===== src/rtl/core/mgrs_pkg.sv =====
`timescale 1ns / 1ps

package mgrs_pkg;

	// status codes of a result item
	localparam logic [3:0] ST_OK      = 4'd0;
	localparam logic [3:0] ST_ZONE    = 4'd1;
	localparam logic [3:0] ST_OFFSET  = 4'd2;
	localparam logic [3:0] ST_SVALB   = 4'd3;
	localparam logic [3:0] ST_NORWAY  = 4'd4;
	localparam logic [3:0] ST_ROW     = 4'd5;
	localparam logic [3:0] ST_COLUMN  = 4'd6;
	localparam logic [3:0] ST_BAND    = 4'd7;
	localparam logic [3:0] ST_LETTER  = 4'd8;

	// letter indices
	localparam logic [4:0] LTR_C = 5'd2;
	localparam logic [4:0] LTR_D = 5'd3;
	localparam logic [4:0] LTR_E = 5'd4;
	localparam logic [4:0] LTR_I = 5'd8;
	localparam logic [4:0] LTR_J = 5'd9;
	localparam logic [4:0] LTR_L = 5'd11;
	localparam logic [4:0] LTR_M = 5'd12;
	localparam logic [4:0] LTR_N = 5'd13;
	localparam logic [4:0] LTR_O = 5'd14;
	localparam logic [4:0] LTR_R = 5'd17;
	localparam logic [4:0] LTR_S = 5'd18;
	localparam logic [4:0] LTR_U = 5'd20;
	localparam logic [4:0] LTR_V = 5'd21;
	localparam logic [4:0] LTR_W = 5'd22;
	localparam logic [4:0] LTR_X = 5'd23;
	localparam logic [4:0] LTR_Y = 5'd24;
	localparam logic [4:0] LTR_Z = 5'd25;
	localparam logic [4:0] LTR_P = 5'd15;

	localparam logic [5:0] ZONE_MAX = 6'd60;
	localparam logic [5:0] ZONE_31  = 6'd31;
	localparam logic [5:0] ZONE_32  = 6'd32;
	localparam logic [5:0] ZONE_34  = 6'd34;
	localparam logic [5:0] ZONE_36  = 6'd36;

	localparam logic [16:0] MAX_SQUARE = 17'd100000;
	localparam logic [21:0] SQUARE_M   = 22'd100000;
	localparam logic [21:0] EVEN_SHIFT = 22'd500000;
	localparam logic [21:0] TWO_M      = 22'd2000000;

	// valid UTM bands: C..H, J..N, P..X
	localparam logic [25:0] BAND_OK = 26'h0FFBEFC;

	typedef struct packed {
		logic [5:0]  zone_number;
		logic [4:0]  band_letter;
		logic [4:0]  column_letter;
		logic [4:0]  row_letter;
		logic [16:0] square_easting;
		logic [16:0] square_northing;
	} req_t;

	typedef struct packed {
		logic [3:0]  status_code;
		logic        north_hemisphere;
		logic        is_polar;
		logic [21:0] full_easting;
		logic [23:0] full_northing;
	} rsp_t;

	// after checks and table lookups
	typedef struct packed {
		logic [3:0]  status;
		logic        north;
		logic        polar;
		logic [4:0]  col_idx;
		logic [21:0] e_add;
		logic [21:0] row_n;
		logic [23:0] n_add;
		logic [23:0] band_min;
		logic [16:0] se;
		logic [16:0] sn;
	} s1_t;

	// square origin in full coordinates
	typedef struct packed {
		logic [3:0]  status;
		logic        north;
		logic        polar;
		logic [21:0] ge;
		logic [23:0] gn;
		logic [23:0] band_min;
		logic [16:0] se;
		logic [16:0] sn;
	} s2_t;

	function automatic logic letter_bad(input logic [4:0] v);
		return (v > LTR_Z) || (v == LTR_I) || (v == LTR_O);
	endfunction

	// zone mod 3 by subtracting multiples of three
	function automatic logic [1:0] zone_set(input logic [5:0] zone);
		logic [5:0] v;
		v = zone;
		if (v >= 6'd48) v = v - 6'd48;
		if (v >= 6'd24) v = v - 6'd24;
		if (v >= 6'd12) v = v - 6'd12;
		if (v >= 6'd6)  v = v - 6'd6;
		if (v >= 6'd3)  v = v - 6'd3;
		return v[1:0];
	endfunction

	// northing of a row letter, skipping I and O
	function automatic logic [21:0] row_base(input logic [4:0] row);
		logic [21:0] n;
		n = 22'(row) * SQUARE_M;
		if (row > LTR_I) n = n - SQUARE_M;
		if (row > LTR_O) n = n - SQUARE_M;
		return n;
	endfunction

	// row northing with the even zone shift, wrapped into 0..2000000
	function automatic logic [21:0] row_north(input logic [4:0] row, input logic even);
		logic [21:0] n;
		n = row_base(row);
		if (even) begin
			if (n < EVEN_SHIFT) n = n + (TWO_M - EVEN_SHIFT);
			else n = n - EVEN_SHIFT;
		end
		return n;
	endfunction

	function automatic logic [23:0] band_min(input logic [4:0] band);
		logic [23:0] r;
		unique case (band)
			5'd2:    r = 24'd1100000;
			5'd3:    r = 24'd2000000;
			5'd4:    r = 24'd2800000;
			5'd5:    r = 24'd3700000;
			5'd6:    r = 24'd4600000;
			5'd7:    r = 24'd5500000;
			5'd9:    r = 24'd6400000;
			5'd10:   r = 24'd7300000;
			5'd11:   r = 24'd8200000;
			5'd12:   r = 24'd9100000;
			5'd15:   r = 24'd800000;
			5'd16:   r = 24'd1700000;
			5'd17:   r = 24'd2600000;
			5'd18:   r = 24'd3500000;
			5'd19:   r = 24'd4400000;
			5'd20:   r = 24'd5300000;
			5'd21:   r = 24'd6200000;
			5'd22:   r = 24'd7000000;
			5'd23:   r = 24'd7900000;
			default: r = 24'd0;
		endcase
		return r;
	endfunction

	function automatic logic [23:0] band_off(input logic [4:0] band);
		logic [23:0] r;
		unique case (band)
			5'd3, 5'd4, 5'd5, 5'd17, 5'd18:    r = 24'd2000000;
			5'd6, 5'd7, 5'd19, 5'd20:          r = 24'd4000000;
			5'd9, 5'd10, 5'd21, 5'd22, 5'd23:  r = 24'd6000000;
			5'd11, 5'd12:                      r = 24'd8000000;
			default:                           r = 24'd0;
		endcase
		return r;
	endfunction

endpackage


===== src/rtl/core/mgrs_check.sv =====
`timescale 1ns / 1ps

module mgrs_check (
	input  logic          clk,
	input  logic          arst_n,
	input  logic          in_valid,
	input  logic          load,
	input  mgrs_pkg::req_t req,
	output logic          valid_s1,
	output mgrs_pkg::s1_t data_s1
);
	import mgrs_pkg::*;

	logic [5:0]  zone;
	logic [4:0]  band, col, row;
	logic [1:0]  zset, k;
	logic [4:0]  u_lo, u_hi, p_lo, p_hi, p_row_hi;
	logic        polar_band, polar_gap, is_ups;
	logic [3:0]  utm_st, ups_st, st;
	logic [21:0] utm_e, ups_e, p_n0;
	s1_t         nxt;

	// polar column gaps D, E, M, N, V, W
	always_comb begin
		case (col) inside
			LTR_D, LTR_E, LTR_M, LTR_N, LTR_V, LTR_W: polar_gap = 1'b1;
			default:                                  polar_gap = 1'b0;
		endcase
	end

	always_comb begin
		zone = req.zone_number;
		band = req.band_letter;
		col  = req.column_letter;
		row  = req.row_letter;
		zset = zone_set(zone);
		is_ups = (zone == 6'd0);

		unique case (zset)
			2'd1:    begin u_lo = 5'd0;  u_hi = 5'd7;  end
			2'd2:    begin u_lo = LTR_J; u_hi = LTR_R; end
			default: begin u_lo = LTR_S; u_hi = LTR_Z; end
		endcase

		// polar band order A, B, Y, Z
		k = {band[4], band[0]};
		polar_band = (band == 5'd0) || (band == 5'd1) || (band == LTR_Y) || (band == LTR_Z);
		p_lo     = k[0] ? 5'd0 : LTR_J;
		p_hi     = (k == 2'd1) ? LTR_R : ((k == 2'd3) ? LTR_J : LTR_Z);
		p_row_hi = k[1] ? LTR_P : LTR_Z;
		p_n0     = k[1] ? 22'd1300000 : 22'd800000;

		// utm checks in priority order
		if (req.square_easting > MAX_SQUARE || req.square_northing > MAX_SQUARE)
			utm_st = ST_OFFSET;
		else if (band == LTR_X && (zone == ZONE_32 || zone == ZONE_34 || zone == ZONE_36))
			utm_st = ST_SVALB;
		else if (band == LTR_V && zone == ZONE_31 && col > LTR_D)
			utm_st = ST_NORWAY;
		else if (row > LTR_V)
			utm_st = ST_ROW;
		else if (col < u_lo || col > u_hi)
			utm_st = ST_COLUMN;
		else if (!BAND_OK[band])
			utm_st = ST_BAND;
		else
			utm_st = ST_OK;

		if (!polar_band)
			ups_st = ST_BAND;
		else if (col < p_lo || col > p_hi || polar_gap)
			ups_st = ST_COLUMN;
		else if (row > p_row_hi)
			ups_st = ST_ROW;
		else
			ups_st = ST_OK;

		if (zone > ZONE_MAX)
			st = ST_ZONE;
		else if (letter_bad(band) || letter_bad(col) || letter_bad(row))
			st = ST_LETTER;
		else if (is_ups)
			st = ups_st;
		else
			st = utm_st;

		// column offset added on top of col_idx * 100 km
		utm_e = (zset == 2'd2 && col > LTR_O) ? 22'd0 : SQUARE_M;
		if (k[0]) begin
			ups_e = 22'd2000000;
			if (col > LTR_C) ups_e = ups_e - 22'd200000;
			if (col > LTR_I) ups_e = ups_e - 22'd100000;
			if (col > LTR_L) ups_e = ups_e - 22'd300000;
		end else begin
			ups_e = 22'd800000;
			if (col > LTR_L) ups_e = ups_e - 22'd300000;
			if (col > LTR_U) ups_e = ups_e - 22'd200000;
		end

		nxt.status   = st;
		nxt.polar    = (st == ST_OK) && is_ups;
		nxt.north    = (st == ST_OK) && (is_ups ? (band >= LTR_Y) : (band >= LTR_N));
		nxt.col_idx  = col - (is_ups ? p_lo : u_lo);
		nxt.e_add    = is_ups ? ups_e : utm_e;
		nxt.row_n    = is_ups ? row_base(row) : row_north(row, !zone[0]);
		nxt.n_add    = is_ups ? 24'(p_n0) : band_off(band);
		nxt.band_min = is_ups ? 24'd0 : band_min(band);
		nxt.se       = req.square_easting;
		nxt.sn       = req.square_northing;
	end

	always_ff @(posedge clk or negedge arst_n) begin
		if (!arst_n) begin
			valid_s1 <= 1'b0;
		end else if (load) begin
			valid_s1 <= in_valid;
		end
	end

	always_ff @(posedge clk) begin
		if (load && in_valid) begin
			data_s1 <= nxt;
		end
	end

endmodule


===== src/rtl/core/mgrs_base.sv =====
`timescale 1ns / 1ps

module mgrs_base (
	input  logic          clk,
	input  logic          arst_n,
	input  logic          in_valid,
	input  logic          load,
	input  mgrs_pkg::s1_t data_s1,
	output logic          valid_s2,
	output mgrs_pkg::s2_t data_s2
);
	import mgrs_pkg::*;

	s2_t nxt;

	// square origin: column times 100 km plus offset, row northing plus band offset
	always_comb begin
		nxt.status   = data_s1.status;
		nxt.north    = data_s1.north;
		nxt.polar    = data_s1.polar;
		nxt.ge       = 22'(data_s1.col_idx) * SQUARE_M + data_s1.e_add;
		nxt.gn       = 24'(data_s1.row_n) + data_s1.n_add;
		nxt.band_min = data_s1.band_min;
		nxt.se       = data_s1.se;
		nxt.sn       = data_s1.sn;
	end

	always_ff @(posedge clk or negedge arst_n) begin
		if (!arst_n) begin
			valid_s2 <= 1'b0;
		end else if (load) begin
			valid_s2 <= in_valid;
		end
	end

	always_ff @(posedge clk) begin
		if (load && in_valid) begin
			data_s2 <= nxt;
		end
	end

endmodule


===== src/rtl/core/mgrs_sum.sv =====
`timescale 1ns / 1ps

module mgrs_sum (
	input  logic          clk,
	input  logic          arst_n,
	input  logic          in_valid,
	input  logic          load,
	input  mgrs_pkg::s2_t data_s2,
	output logic          valid_s3,
	output mgrs_pkg::rsp_t data_s3
);
	import mgrs_pkg::*;

	logic        below;
	logic [23:0] wrap;
	rsp_t        nxt;

	always_comb begin
		// northing below the band floor belongs to the next 2000 km cycle
		below = data_s2.gn < data_s2.band_min;
		wrap  = below ? 24'(TWO_M) : 24'd0;
		nxt.status_code      = data_s2.status;
		nxt.north_hemisphere = data_s2.north;
		nxt.is_polar         = data_s2.polar;
		if (data_s2.status == ST_OK) begin
			nxt.full_easting  = data_s2.ge + 22'(data_s2.se);
			nxt.full_northing = data_s2.gn + wrap + 24'(data_s2.sn);
		end else begin
			nxt.full_easting  = 22'd0;
			nxt.full_northing = 24'd0;
		end
	end

	always_ff @(posedge clk or negedge arst_n) begin
		if (!arst_n) begin
			valid_s3 <= 1'b0;
		end else if (load) begin
			valid_s3 <= in_valid;
		end
	end

	always_ff @(posedge clk) begin
		if (load && in_valid) begin
			data_s3 <= nxt;
		end
	end

endmodule


===== src/rtl/core/mgrs_grid_square_to_utm_ups.sv =====
// MGRS grid square decoder: each item on req is one parsed MGRS reference (zone, band,
// column and row letters, metres inside the 100 km square) and produces exactly one item
// on rsp holding a status code and, when the status is ok, the full UTM easting and
// northing (zones 1 to 60) or the full UPS easting and northing (zone 0, bands A, B, Y,
// Z), all in whole metres. Failed items carry zeros in every field but the status. The
// block takes one item per clock cycle while rsp_stall is low, through three pipeline
// stages (checks and table lookups, square origin, final offset add), each with its own
// valid bit. rsp_stall holds the pipeline; req_stall rises only when every stage holds an
// item that cannot move, so bubbles are squeezed out while the output waits.
`timescale 1ns / 1ps

module mgrs_grid_square_to_utm_ups (
	input  logic           clk,
	input  logic           arst_n,
	input  logic           req_valid,
	output logic           req_stall,
	input  mgrs_pkg::req_t req,
	output logic           rsp_valid,
	input  logic           rsp_stall,
	output mgrs_pkg::rsp_t rsp
);
	import mgrs_pkg::*;

	logic valid_s1, valid_s2, valid_s3;
	logic load_s1, load_s2, load_s3;
	s1_t  data_s1;
	s2_t  data_s2;
	rsp_t data_s3;

	// a stage loads when it is empty or its content moves on
	assign load_s3   = !valid_s3 || !rsp_stall;
	assign load_s2   = !valid_s2 || load_s3;
	assign load_s1   = !valid_s1 || load_s2;
	assign req_stall = !load_s1;

	// stage 1: validation, zone set, letter tables
	mgrs_check u_check (
		.clk      (clk),
		.arst_n   (arst_n),
		.in_valid (req_valid),
		.load     (load_s1),
		.req      (req),
		.valid_s1 (valid_s1),
		.data_s1  (data_s1)
	);

	// stage 2: origin of the 100 km square
	mgrs_base u_base (
		.clk      (clk),
		.arst_n   (arst_n),
		.in_valid (valid_s1),
		.load     (load_s2),
		.data_s1  (data_s1),
		.valid_s2 (valid_s2),
		.data_s2  (data_s2)
	);

	// stage 3: band wrap and in-square offsets, doubles as output register
	mgrs_sum u_sum (
		.clk      (clk),
		.arst_n   (arst_n),
		.in_valid (valid_s2),
		.load     (load_s3),
		.data_s2  (data_s2),
		.valid_s3 (valid_s3),
		.data_s3  (data_s3)
	);

	assign rsp_valid = valid_s3;
	assign rsp       = data_s3;

`ifndef ASSERT_OFF
	// failed items carry no coordinates or flags
	a_fail_zero: assert property (@(posedge clk) disable iff (!arst_n)
		(rsp_valid && rsp.status_code != ST_OK) |->
		(rsp.full_easting == 22'd0 && rsp.full_northing == 24'd0 &&
		 !rsp.is_polar && !rsp.north_hemisphere))
		else $error("failed item has nonzero result fields");

	a_status_range: assert property (@(posedge clk) disable iff (!arst_n)
		rsp_valid |-> (rsp.status_code <= ST_LETTER))
		else $error("status code out of range");

	// an empty output stage never backs up the input
	a_no_false_stall: assert property (@(posedge clk) disable iff (!arst_n)
		!valid_s3 |-> !req_stall)
		else $error("input stalled with empty output stage");

	// full and held pipeline must stall the input
	a_full_stall: assert property (@(posedge clk) disable iff (!arst_n)
		(valid_s1 && valid_s2 && valid_s3 && rsp_stall) |-> req_stall)
		else $error("input not stalled with full held pipeline");
`endif

endmodule


===== config.mk =====
export PLATFORM = sky130hd
export DESIGN_NAME = mgrs_grid_square_to_utm_ups
export DESIGN_NICKNAME = d
export VERILOG_FILES = /design/src/rtl/core/mgrs_pkg.sv /design/src/rtl/core/mgrs_check.sv /design/src/rtl/core/mgrs_base.sv /design/src/rtl/core/mgrs_sum.sv /design/src/rtl/core/mgrs_grid_square_to_utm_ups.sv
export SDC_FILE = /design/constraint.sdc
export NUM_CORES = 1
export LEC_CHECK = 0
export BUFFER_PORTS_ARGS = -buffer_cell sky130_fd_sc_hd__buf_2
export CAP_MARGIN = 20
export CORE_MARGIN = 2
export CORE_UTILIZATION = 50
export CTS_BUF_LIST = sky130_fd_sc_hd__clkbuf_4
export DETAILED_ROUTE_END_ITERATION = 6
export PLACE_DENSITY_LB_ADDON = 0.12
export SYNTH_ARGS = -nofsm -noshare
export SYNTH_HDL_FRONTEND = slang
export SYNTH_SLANG_ARGS = --single-unit

===== constraint.sdc =====
create_clock -name clk -period 10 [get_ports clk]
set_input_delay 1 -clock clk [delete_from_list [all_inputs] [get_ports clk]]
set_output_delay 1 -clock clk [all_outputs]
set_load 0.005 [all_outputs]

==> results of run 1 <==
worst min path at each step:
stage	startpoint	endpoint	slack, ns
floorplan	u_check.data_s1[0]	u_base.data_s2[0]	0.40
global placement	u_check.data_s1[20]	u_base.data_s2[20]	0.40
detailed placement	u_check.data_s1[41]	u_base.data_s2[41]	0.40
CTS	arst_n	u_sum.valid_s3	0.04
global route	arst_n	u_sum.valid_s3	0.05
finish	arst_n	u_sum.valid_s3	0.12
per-stage QoR:
stage               area, µm²  hold slack (ns)  power (mW)  instances
floorplan               17510           0.4003       3.978       1653
global placement        18510           0.4014       4.523       2174
detailed placement      18510           0.4045       4.579       2174
CTS                     19420          0.04172       5.587       2296
global route            19440          0.05212       6.066       2299
finish                  19440           0.1166       5.538       2299
cells by family after synthesis:
group                      after synthesis  synth area share (%)
AOI/OAI and AO/OA                      442                 16.33
xor gates and xnor gates               118                 6.052
adders and majority gates              211                 15.55
buffers and inverters                  173                 3.823
DFF                                    263                 45.02
muxes                                   19                 1.115
and+or+nand+nor                        427                 12.11
report_power, final:
part	total (mW)	leakage, nW	switching (mW)	internal [mW]
clock	0.955	0.532	0.428	0.527
sequential	1.68	2.57	0.111	1.56
combinational	2.91	5.02	1.62	1.28
total	5.54	8.13	2.16	3.38
state kept, by name, summed over array words and instances (netlist names):
register	count
u_check.data_s1	113
u_base.data_s2	95
u_sum.data_s3	52
u_base.valid_s2	1
u_check.valid_s1	1
u_sum.valid_s3	1
synthesized netlist by cell type (4+ instances only):
cell type  instances
a211oi_1          15
a21boi_0          15
a21o_1            33
a21oi_1          135
a221oi_1           6
a311oi_1           4
a31oi_1           17
and2_1            19
and3_1            12
and3b_1            4
buf_1              4
clkbuf_1          44
edfxtp_1         260
fa_1              11
ha_1             200
inv_1            118
mux2_2             4
mux2i_1           15
nand2_1          106
nand2b_1          17
nand3_1           26
nand4_1            4
nand4b_1           5
nor2_1           121
nor2b_1           19
nor3_1            32
nor3b_1            4
nor4_1            14
o211ai_1          11
o21a_1            13
o21ai_0           95
o21ai_1            8
o21bai_1          19
o221ai_1           4
o22ai_1           11
o31a_1             5
o31ai_1            4
or2_2              6
or3_1             15
or4_1              5
xnor2_1           88
xor2_1            28
layer usage:
metal  up-vias  routed length (µm)  global-route usage (%)
met5         -                   0                       0
met4         0                 739                   7.041
li1       6437                   -                       -
met3        50                2114                   3.635
met1      5814               18300                   30.30
met2       332               16370                   31.93
placed cells by master (no fill, tap or decap), drive strengths merged, types with 12 or more instances in the layout:
master,Yosys,final
o21bai,19,19
a211oi,15,15
o21a,13,13
nor4,16,16
nor2,122,122
and3,12,12
inv,118,119
nand3,26,26
buf,9,121
a21o,33,33
edfxtp,260,260
nand2,106,106
ha,200,200
a31oi,17,17
nor3,34,34
xor2,30,30
a21boi,16,16
clkinv,1,20
nor2b,19,19
xnor2,88,88
or3,15,15
o211ai,12,12
and2,20,20
a21oi,136,136
nand2b,17,17
clkbuf,45,97
o21ai,103,103
mux2i,15,15
worst max-delay path, delay by kind of cell:
kind,cells,cell delay (ns)
AO/OA/AOI/OAI,9,1.67
XOR/XNOR,2,0.36
multiplexers,1,0.43
buffers and inverters,2,0.22
AND/OR/NAND/NOR,10,2.42
adder cells (fa/ha/maj),5,1.43
cell type report:
| type | count | area (µm²) |
|---|---|---|
| antenna | 2 | 5.005 |
| clock inverter | 25 | 185.2 |
| multi-input combinational | 1217 | 8987 |
| timing repair buffer | 121 | 635.6 |
| fill | 3111 | 15100 |
| sequential | 263 | 7883 |
| tap | 455 | 569.3 |
| clock buffer | 97 | 728.2 |
| inverter | 119 | 446.7 |
==> out/summary.txt, run 1 <==
Post-CTS Setup Inserts -> 0
DRT iter0 DRCs -> 797
Gpl congestion -> 0.9164
Die outline width -> 191.1 µm
Initial antenna violation count -> 2
Share of post-route cells with drive strength above 1 -> 14.55%
Synth Cell Area -> 0.01751 mm²
Worst skew pair latency -> 0.70 ns
Slew at the pin closest to its max-slew limit -> 1.067 ns
Worst-case vdd ir drop -> 0.2164 mV
Synth warn -> 0
Main area contributors after synthesis -> edfxtp_1 (45%), ha_1 (14%), xnor2_1 (4.4%)
Ys flop type -> edfxtp_1
Drt first pass iters -> 5
Leak -> 8.131 nW
Synthesized netlist net count -> 1923
Post-CTS Resized -> 0
Fraction of registers with async set/reset -> 1.141%
CTS clock-pin slew for the worst setup and hold paths -> 0.05 ns
DRC errors left -> 0
Largest net degree at the start of global routing -> 76
Chip height -> 191.1 µm
#FFs+latches synth -> 263
Syn avg cell area -> 10.59 µm²
Worst reg2reg endpoint -> u_sum.data_s3[22]
Final count of negative-setup-slack endpoints -> 0
CTS root buf -> clkbuf_4
Area Growth Syn to Fin -> 11.02%
I/O Pins -> 113
# rows -> 68
CTS tree -> done
RR Startpoint -> u_base.data_s2[64]
HP Class -> in2async
Area share of the largest cell type after synthesis -> 44.59%
Slowest Stage Delay on Critical Path -> 0.55 ns
Synth Instances -> 1653
Via count of the first global-routing pass -> 12070
Fin. Hold Viols -> 0
Die Area -> 0.03653 mm²
Final worst slack -> 2.987 ns
FF-to-FF setup slack -> 3.60 ns
Post-route ant nets -> 0
Setup crit start kind -> input port
Critical-path top delay cell -> or4_1
Setup TNS -> 0 ns
Worst setup path endpoint -> u_check.data_s1[132]
Number of nets in the layout -> 2063
Initial Util -> 50.69%
Core Area -> 0.03454 mm²
Tcrit/Tclk final -> 70.13%
GRT Residual Overflow -> 0
Status -> finished, final reports clean
HPWL after DPL -> 28020 µm
RSZ-0062 raised after global routing -> no
Clock Skew -> 0.05362 ns
Worst Reg-to-Reg Cells -> 29
Worst Path Class, Setup -> in2reg
Routed via count -> 12630
Total wire length -> 37520 µm
Worst Path Max Fanout -> 6
Sequential-to-total area share from yosys stat -> 45.02%
Critical path endpoint category -> flip-flop
Min cycle time layout -> 7.013 ns
Total track usage -> 20.97%
Worst endpoint data arrival time -> 7.52 ns
Most used cell, CP -> ha_1
Maxcap violations -> 0
Pre-CTS WS -> 2.389 ns
Sink Count -> 263
Yosys cell types -> 92
Worst Path Required -> 10.51 ns
WL/cell -> 16.32 µm
Vias/cell -> 5.495
Slew Limit Fails -> 0
Num CTS Buffers -> 71
Clk buf depth -> 3
Post-synth EDFFs -> 260
PwrDens -> 284.9 mW/mm²
Worst setup path start -> req[54]
First-pass GRT wire length -> 61300 µm
Post-CTS Hold Buffers -> 0
Max Clk Rate -> 142.6 MHz
CTS H-Tree Depth -> 3
Fin util -> 56.28%
Cell taking the most area after synthesis -> edfxtp_1
Port Buf Inserts -> 112
Max-slew headroom -> 28.57%
Note: power is estimated with default switching activity, not from simulation.
==> run 2, diff against run 1 <==
- clock period: 10 -> 6.8 ns (I/O delays scaled with it)
==> run 2 against run 1 <==
Net effect: cell count fell by 0.43%; count of clock-buffer cells in the layout fell by 8; clock power rose by 42%; global-route usage barely moved; power rose by 46%; non-clock buffer count rose by 5; clock skew fell by 0.0010 ns; worst hold slack improved by 0.056 ns; largest cell class unchanged.
==> out/summary.txt, run 2 (synthesized netlist as in run 1, its figures left out) <==
Number of nets in the layout -> 2067 (+0.19%)
GRT Residual Overflow -> 0 (unchanged)
Critical-path top delay cell -> fa_1
Initial antenna violation count -> 2 (unchanged)
Placed Cells -> 2178 (+0.18%)
Pwr Total -> 8.111 mW (+46%)
Worst hold slack -> 0.1723 ns (+0.05575 ns)
Multi-input combinational cell area -> 0.009000 mm² (+0.14%)
DRT iter0 DRCs -> 733 (-8.0%)
DRC errors left -> 0 (unchanged)
Most flops, register -> u_check.data_s1
Worst Path Required -> 7.20 ns (-3.31 ns)
RSZ-0062 raised after global routing -> no
Fin. Hold Viols -> 0 (unchanged)
Fillers -> 3115 (+0.13%)
Slowest Stage Delay on Critical Path -> 0.48 ns (-0.07 ns)
Total wire length -> 37650 µm (+0.36%)
Clk buf depth -> 3 (unchanged)
Slew Limit Fails -> 0 (unchanged)
Max reg flops -> 113 (unchanged)
Area Growth Syn to Fin -> 10.97% (about the same)
Initial Util -> 50.69% (unchanged)
Leak -> 8.130 nW (about the same)
Status -> finished, final reports clean
Die Area -> 0.03653 mm² (unchanged)
Total track usage -> 20.98% (about the same)
Drt first pass iters -> 5 (unchanged)
Critical path's top delay family -> compound AO/OA/AOI/OAI gates
Worst Path Class, Setup -> reg2reg
Num CTS Buffers -> 70 (-1.4%)
Post-route ant nets -> 0 (unchanged)
CTS H-Tree Depth -> 3 (unchanged)
Post-CTS Setup Inserts -> 0 (unchanged)
Min cycle time layout -> 6.403 ns
Top flop regs -> u_check.data_s1 x113, u_base.data_s2 x95, u_sum.data_s3 x52
Tcrit/Tclk final -> 94.17%
Chip height -> 191.1 µm (unchanged)
Vias/cell -> 5.504 (+0.16%)
Final non-filler cell total -> 2289 (-0.43%)
Maxcap violations -> 0 (unchanged)
PwrDens -> 417.4 mW/mm² (+47%)
Setup crit start kind -> flip-flop
WL/cell -> 16.45 µm (+0.80%)
Worst Path Max Fanout -> 7 (+1)
Sink Count -> 263 (unchanged)
# rows -> 68 (unchanged)
Most used cell, CP -> a21o_1
Register Area -> 0.007883 mm² (unchanged)
Max Clk Rate -> 156.2 MHz
Die outline width -> 191.1 µm (unchanged)
HPWL after DPL -> 28280 µm (+0.91%)
Port Buf Inserts -> 112 (unchanged)
Worst endpoint data arrival time -> 6.80 ns (-0.72 ns)
Max-slew headroom -> 38.89% (+10 points)
First-pass GRT wire length -> 61310 µm (about the same)
Via count of the first global-routing pass -> 12020 (-0.47%)
HP Class -> in2reg
Routed via count -> 12600 (-0.28%)
Worst-case vdd ir drop -> 0.2672 mV (+23%)
Slew at the pin closest to its max-slew limit -> 0.9166 ns (-0.1509 ns)
CTS clock-pin slew for the worst setup and hold paths -> 0.06 ns (about the same)
I/O Pins -> 113 (unchanged)
Clock Skew -> 0.05259 ns (-0.001030 ns)
CTS root buf -> clkbuf_4
Core Area -> 0.03454 mm² (unchanged)
Most frequent cells in the layout -> edfxtp_1 (260), ha_1 (200), a21oi_1 (133)
Commonest non-fill, non-tap cell in the layout -> edfxtp_1
Worst skew pair latency -> 0.70 ns (about the same)
Largest net degree at the start of global routing -> 75 (-1.3%)
Share of post-route cells with drive strength above 1 -> 14.57% (+0.017 points)
CTS tree -> done
Gpl congestion -> 0.8964 (-2.2%)
Final count of negative-setup-slack endpoints -> 0 (unchanged)
Worst Path Buf+Inv -> 1 (-1)
Critical path endpoint category -> flip-flop
## run 2: timing repair
item                       CTS  global route
hold endpoints to repair     3             0
setup endpoints to repair    0             2
resized for setup            0             3
hold buffers                 1             0
## run 2: worst paths after layout
| kind | to | startpoint | cells after the start | slack [ns] |
|---|---|---|---|---|
| min | u_check.data_s1[0] | req[0] | 1 | 0.17 |
| min in group asynchronous | u_check.valid_s1 | arst_n | 2 | 0.31 |
| max reg2reg | u_sum.data_s3[22] | u_base.data_s2[64] | 29 | 0.40 |
| max in group asynchronous | u_base.valid_s2 | arst_n | 2 | 6.38 |
| max | u_sum.data_s3[22] | u_base.data_s2[64] | 29 | 0.40 |
| min reg2reg | u_base.data_s2[17] | u_check.data_s1[17] | 0 | 0.39 |
## run 2: per-layer routing
layer / GRT usage, % / vias to the layer above / share of wire, %
met5: 0 / - / 0.029
met4: 5.651 / 2 / 1.4
met3: 3.800 / 44 / 4.6
met2: 32.41 / 288 / 44
met1: 30.35 / 5845 / 50
li1: - / 6419 / -
## run 2: final cells by class
| cell class | instances | share of cell area [%] |
|---|---|---|
| Multi-Input combinational cell | 1217 | 46.32 |
| Sequential cell | 263 | 40.57 |
| Timing Repair Buffer | 126 | 3.477 |
| Clock buffer | 89 | 3.439 |
| Tap cell | 455 | 2.930 |
| Inverter | 119 | 2.299 |
| Clock inverter | 19 | 0.9594 |
| Antenna cell | 1 | 0.01288 |
## run 2: power by group
part | total [mW] | switching, mW | internal, mW
clock | 1.36 | 0.603 | 0.758
combinational | 4.28 | 2.39 | 1.90
sequential | 2.47 | 0.164 | 2.30
## run 2: stage by stage
| step | util, % | cell area [µm²] | TNS [ns] | setup slack [ns] |
|---|---|---|---|---|
| after floorplan | - | 17510 | 0 | 0.3863 |
| after global placement | 53.66 | 18540 | 0 | 0.2094 |
| after detailed placement | 53.66 | 18540 | -0.09022 | -0.07446 |
| after CTS | 56.16 | 19400 | 0 | 0.2384 |
| after global routing | 56.25 | 19430 | 0 | 0.01499 |
| final | 56.25 | 19430 | 0 | 0.3967 |
==> run 3, diff against run 2 <==
- CORE_UTILIZATION: 50 -> 64
==> run 3 against run 2 <==
Net effect: cell count down 5.0%; global-route usage up 5.2 points; critical path depth unchanged; combinational power up 1%; count of clock-buffer cells in the layout down 3; first-iteration DRC count up 35%; critical endpoint unchanged; highest routed layer is now met4.
==> out/summary.txt, run 3 (synthesized netlist as in run 1, its figures left out) <==
Most flops, register -> u_check.data_s1
Clock power share -> 16.1% (-0.7 points)
Core Area -> 0.02688 mm² (-22%)
Worst-case vdd ir drop -> 0.2936 mV (+9.9%)
Worst hold slack -> 0.1767 ns (+0.004303 ns)
Worst skew pair latency -> 0.68 ns (-0.02 ns)
RR Startpoint -> u_base.data_s2[64]
HP Class -> in2reg
Status -> finished, final reports clean
Hold path depth -> 1 (unchanged)
Most frequent cells in the layout -> edfxtp_1 (260), ha_1 (200), a21oi_1 (132)
Share of post-route cells with drive strength above 1 -> 14.47% (-0.10 points)
Post-route ant nets -> 0 (unchanged)
DRC errors left -> 0 (unchanged)
CTS tree -> done
Gate power share -> 53.5% (+0.7 points)
Max-slew headroom -> 37.98% (-0.92 points)
CTS root buf -> clkbuf_4
CTS clock-pin slew for the worst setup and hold paths -> 0.06 ns (about the same)
Total wire length -> 37060 µm (-1.6%)
Routed via count -> 12850 (+2.0%)
GRT Residual Overflow -> 0 (unchanged)
Flop pwr share -> 30.4% (about the same)
Area Growth Syn to Fin -> 9.882%
Sink Count -> 263 (unchanged)
Drt first pass iters -> 5 (unchanged)
Vias/cell -> 5.908 (+7.4%)
I/O Pins -> 113 (unchanged)
WL/cell -> 17.05 µm (+3.6%)
Slew at the pin closest to its max-slew limit -> 0.9303 ns (+0.01374 ns)
Maxcap violations -> 0 (unchanged)
Critical path endpoint category -> flip-flop
Num CTS Buffers -> 69 (-1.4%)
Setup crit start kind -> flip-flop
Hold Path Origin -> req[2]
# rows -> 60 (-12%)
Chip height -> 169.4 µm (-11%)
Largest net degree at the start of global routing -> 78 (+4.0%)
Slew Limit Fails -> 0 (unchanged)
Critical-path top delay cell -> fa_1
Initial Util -> 65.15% (+14 points)
Port Buf Inserts -> 112 (unchanged)
Gpl congestion -> 0.9313 (+3.9%)
WHS Endpoint -> u_check.data_s1[2]
Tcrit/Tclk final -> 92.85% (-1.3 points)
Clock Skew -> 0.06336 ns (+0.01077 ns)
Most used cell, CP -> a21o_1
Total track usage -> 26.15% (+5.2 points)
Leak -> 8.094 nW (-0.44%)
Power Internal -> 4.882 mW (-1.5%)
Critical path's top delay family -> compound AO/OA/AOI/OAI gates
Final count of negative-setup-slack endpoints -> 0 (unchanged)
Worst Path Class, Setup -> reg2reg
Pwr Total -> 8.107 mW (about the same)
Post-CTS Setup Inserts -> 0 (unchanged)
Die Area -> 0.02870 mm² (-21%)
CTS H-Tree Depth -> 3 (unchanged)
DRT iter0 DRCs -> 992 (+35%)
Sw frac -> 39.78% (+0.87 points)
Fin. Hold Viols -> 0 (unchanged)
Clk buf depth -> 3 (unchanged)
Initial antenna violation count -> 2 (unchanged)
Worst reg2reg endpoint -> u_sum.data_s3[22]
Worst endpoint data arrival time -> 6.73 ns (-0.07 ns)
Max reg flops -> 113 (unchanged)
FF-to-FF setup slack -> 0.49 ns (+0.09 ns)
Top flop regs -> u_check.data_s1 x113, u_base.data_s2 x95, u_sum.data_s3 x52
Net switching power -> 3.225 mW (+2.2%)
Worst Path Required -> 7.22 ns (+0.02 ns)
First-pass GRT wire length -> 60430 µm (-1.4%)
Via count of the first global-routing pass -> 12410 (+3.3%)
Die outline width -> 169.4 µm (-11%)
PwrDens -> 421.3 mW/mm² (+0.94%)
Number of nets in the layout -> 2065 (-0.097%)
Commonest non-fill, non-tap cell in the layout -> edfxtp_1
Worst Reg-to-Reg Cells -> 29 (unchanged)
Slowest Stage Delay on Critical Path -> 0.47 ns (about the same)
Worst Path Max Fanout -> 7 (unchanged)
HPWL after DPL -> 27580 µm (-2.5%)
Worst Path Buf+Inv -> 1 (unchanged)
Min cycle time layout -> 6.314 ns (-0.08967 ns)
Max Clk Rate -> 158.4 MHz (+1.4%)
RSZ-0062 raised after global routing -> no
[run 3: cell types whose count changed in the layout (fill, tap and decap cells not counted), sizes merged]
cell,delta
clkbuf,-3
buf,-1
clkinvlp,+2
bufinv,-2
clkinv,+1
inv,+2
[run 3: what timing repair did]
action                     in CTS  in global routing
setup endpoints to repair       0                  1
hold endpoints to repair        3                  0
gates resized for setup         0                  3
hold buffers                    1                  0
[run 3: worst max-delay path by stage]
stage / slack (ns) / from / cells past startpoint / endpoint
floorplan: 0.39 / req[53] / 26 / u_check.data_s1[132]
global placement: 0.22 / req[53] / 29 / u_check.data_s1[132]
detailed placement: -0.02 / req[53] / 29 / u_check.data_s1[132]
CTS: 0.37 / u_base.data_s2[64] / 29 / u_sum.data_s3[22]
global route: 0.06 / u_base.data_s2[64] / 29 / u_sum.data_s3[22]
finish: 0.49 / u_base.data_s2[64] / 29 / u_sum.data_s3[22]
[run 3: power groups by stage]
| stage | clock network [mW] | registers, mW | logic, mW |
|---|---|---|---|
| 6_report | 1.31 | 2.47 | 4.33 |
| 5_1_grt | 1.42 | 2.49 | 4.90 |
| 4_1_cts | 1.35 | 2.47 | 4.29 |
| 3_5_place_dp | 0 | 2.50 | 4.25 |
| 3_3_place_gp | 0 | 2.49 | 4.12 |
| 2_1_floorplan | 0 | 2.44 | 3.42 |
[run 3: metal layers]
| layer | vias up | part of all wire, % | track usage (%) |
|---|---|---|---|
| met3 | 67 | 5.6 | 4.361 |
| met1 | 5986 | 46 | 36.48 |
| li1 | 6418 | - | - |
| met4 | 0 | 2.5 | 8.919 |
| met2 | 374 | 46 | 41.86 |
| met5 | - | 0 | 0 |
[run 3: stage by stage]
| step | std cells | setup WS [ns] | setup TNS [ns] | instance area (µm²) | utilization [%] |
|---|---|---|---|---|---|
| floorplan | 1653 | 0.3863 | 0 | 17510 | - |
| global placement | 2063 | 0.2186 | 0 | 18390 | 68.41 |
| detailed placement | 2063 | -0.01844 | -0.01844 | 18390 | 68.41 |
| CTS | 2172 | 0.3675 | 0 | 19210 | 71.49 |
| global route | 2174 | 0.06057 | 0 | 19240 | 71.59 |
| finish | 2174 | 0.4864 | 0 | 19240 | 71.59 |
[run 3: cell type report]
class	count	area [µm²]
fillers	2002	7635
well taps	341	426.7
flip-flops and latches	263	7883
diodes	1	2.502
repair buffers	125	668.1
inverters	119	446.7
clock buffers	86	645.6
clock inverters	22	170.2
multi-input cells	1217	8999
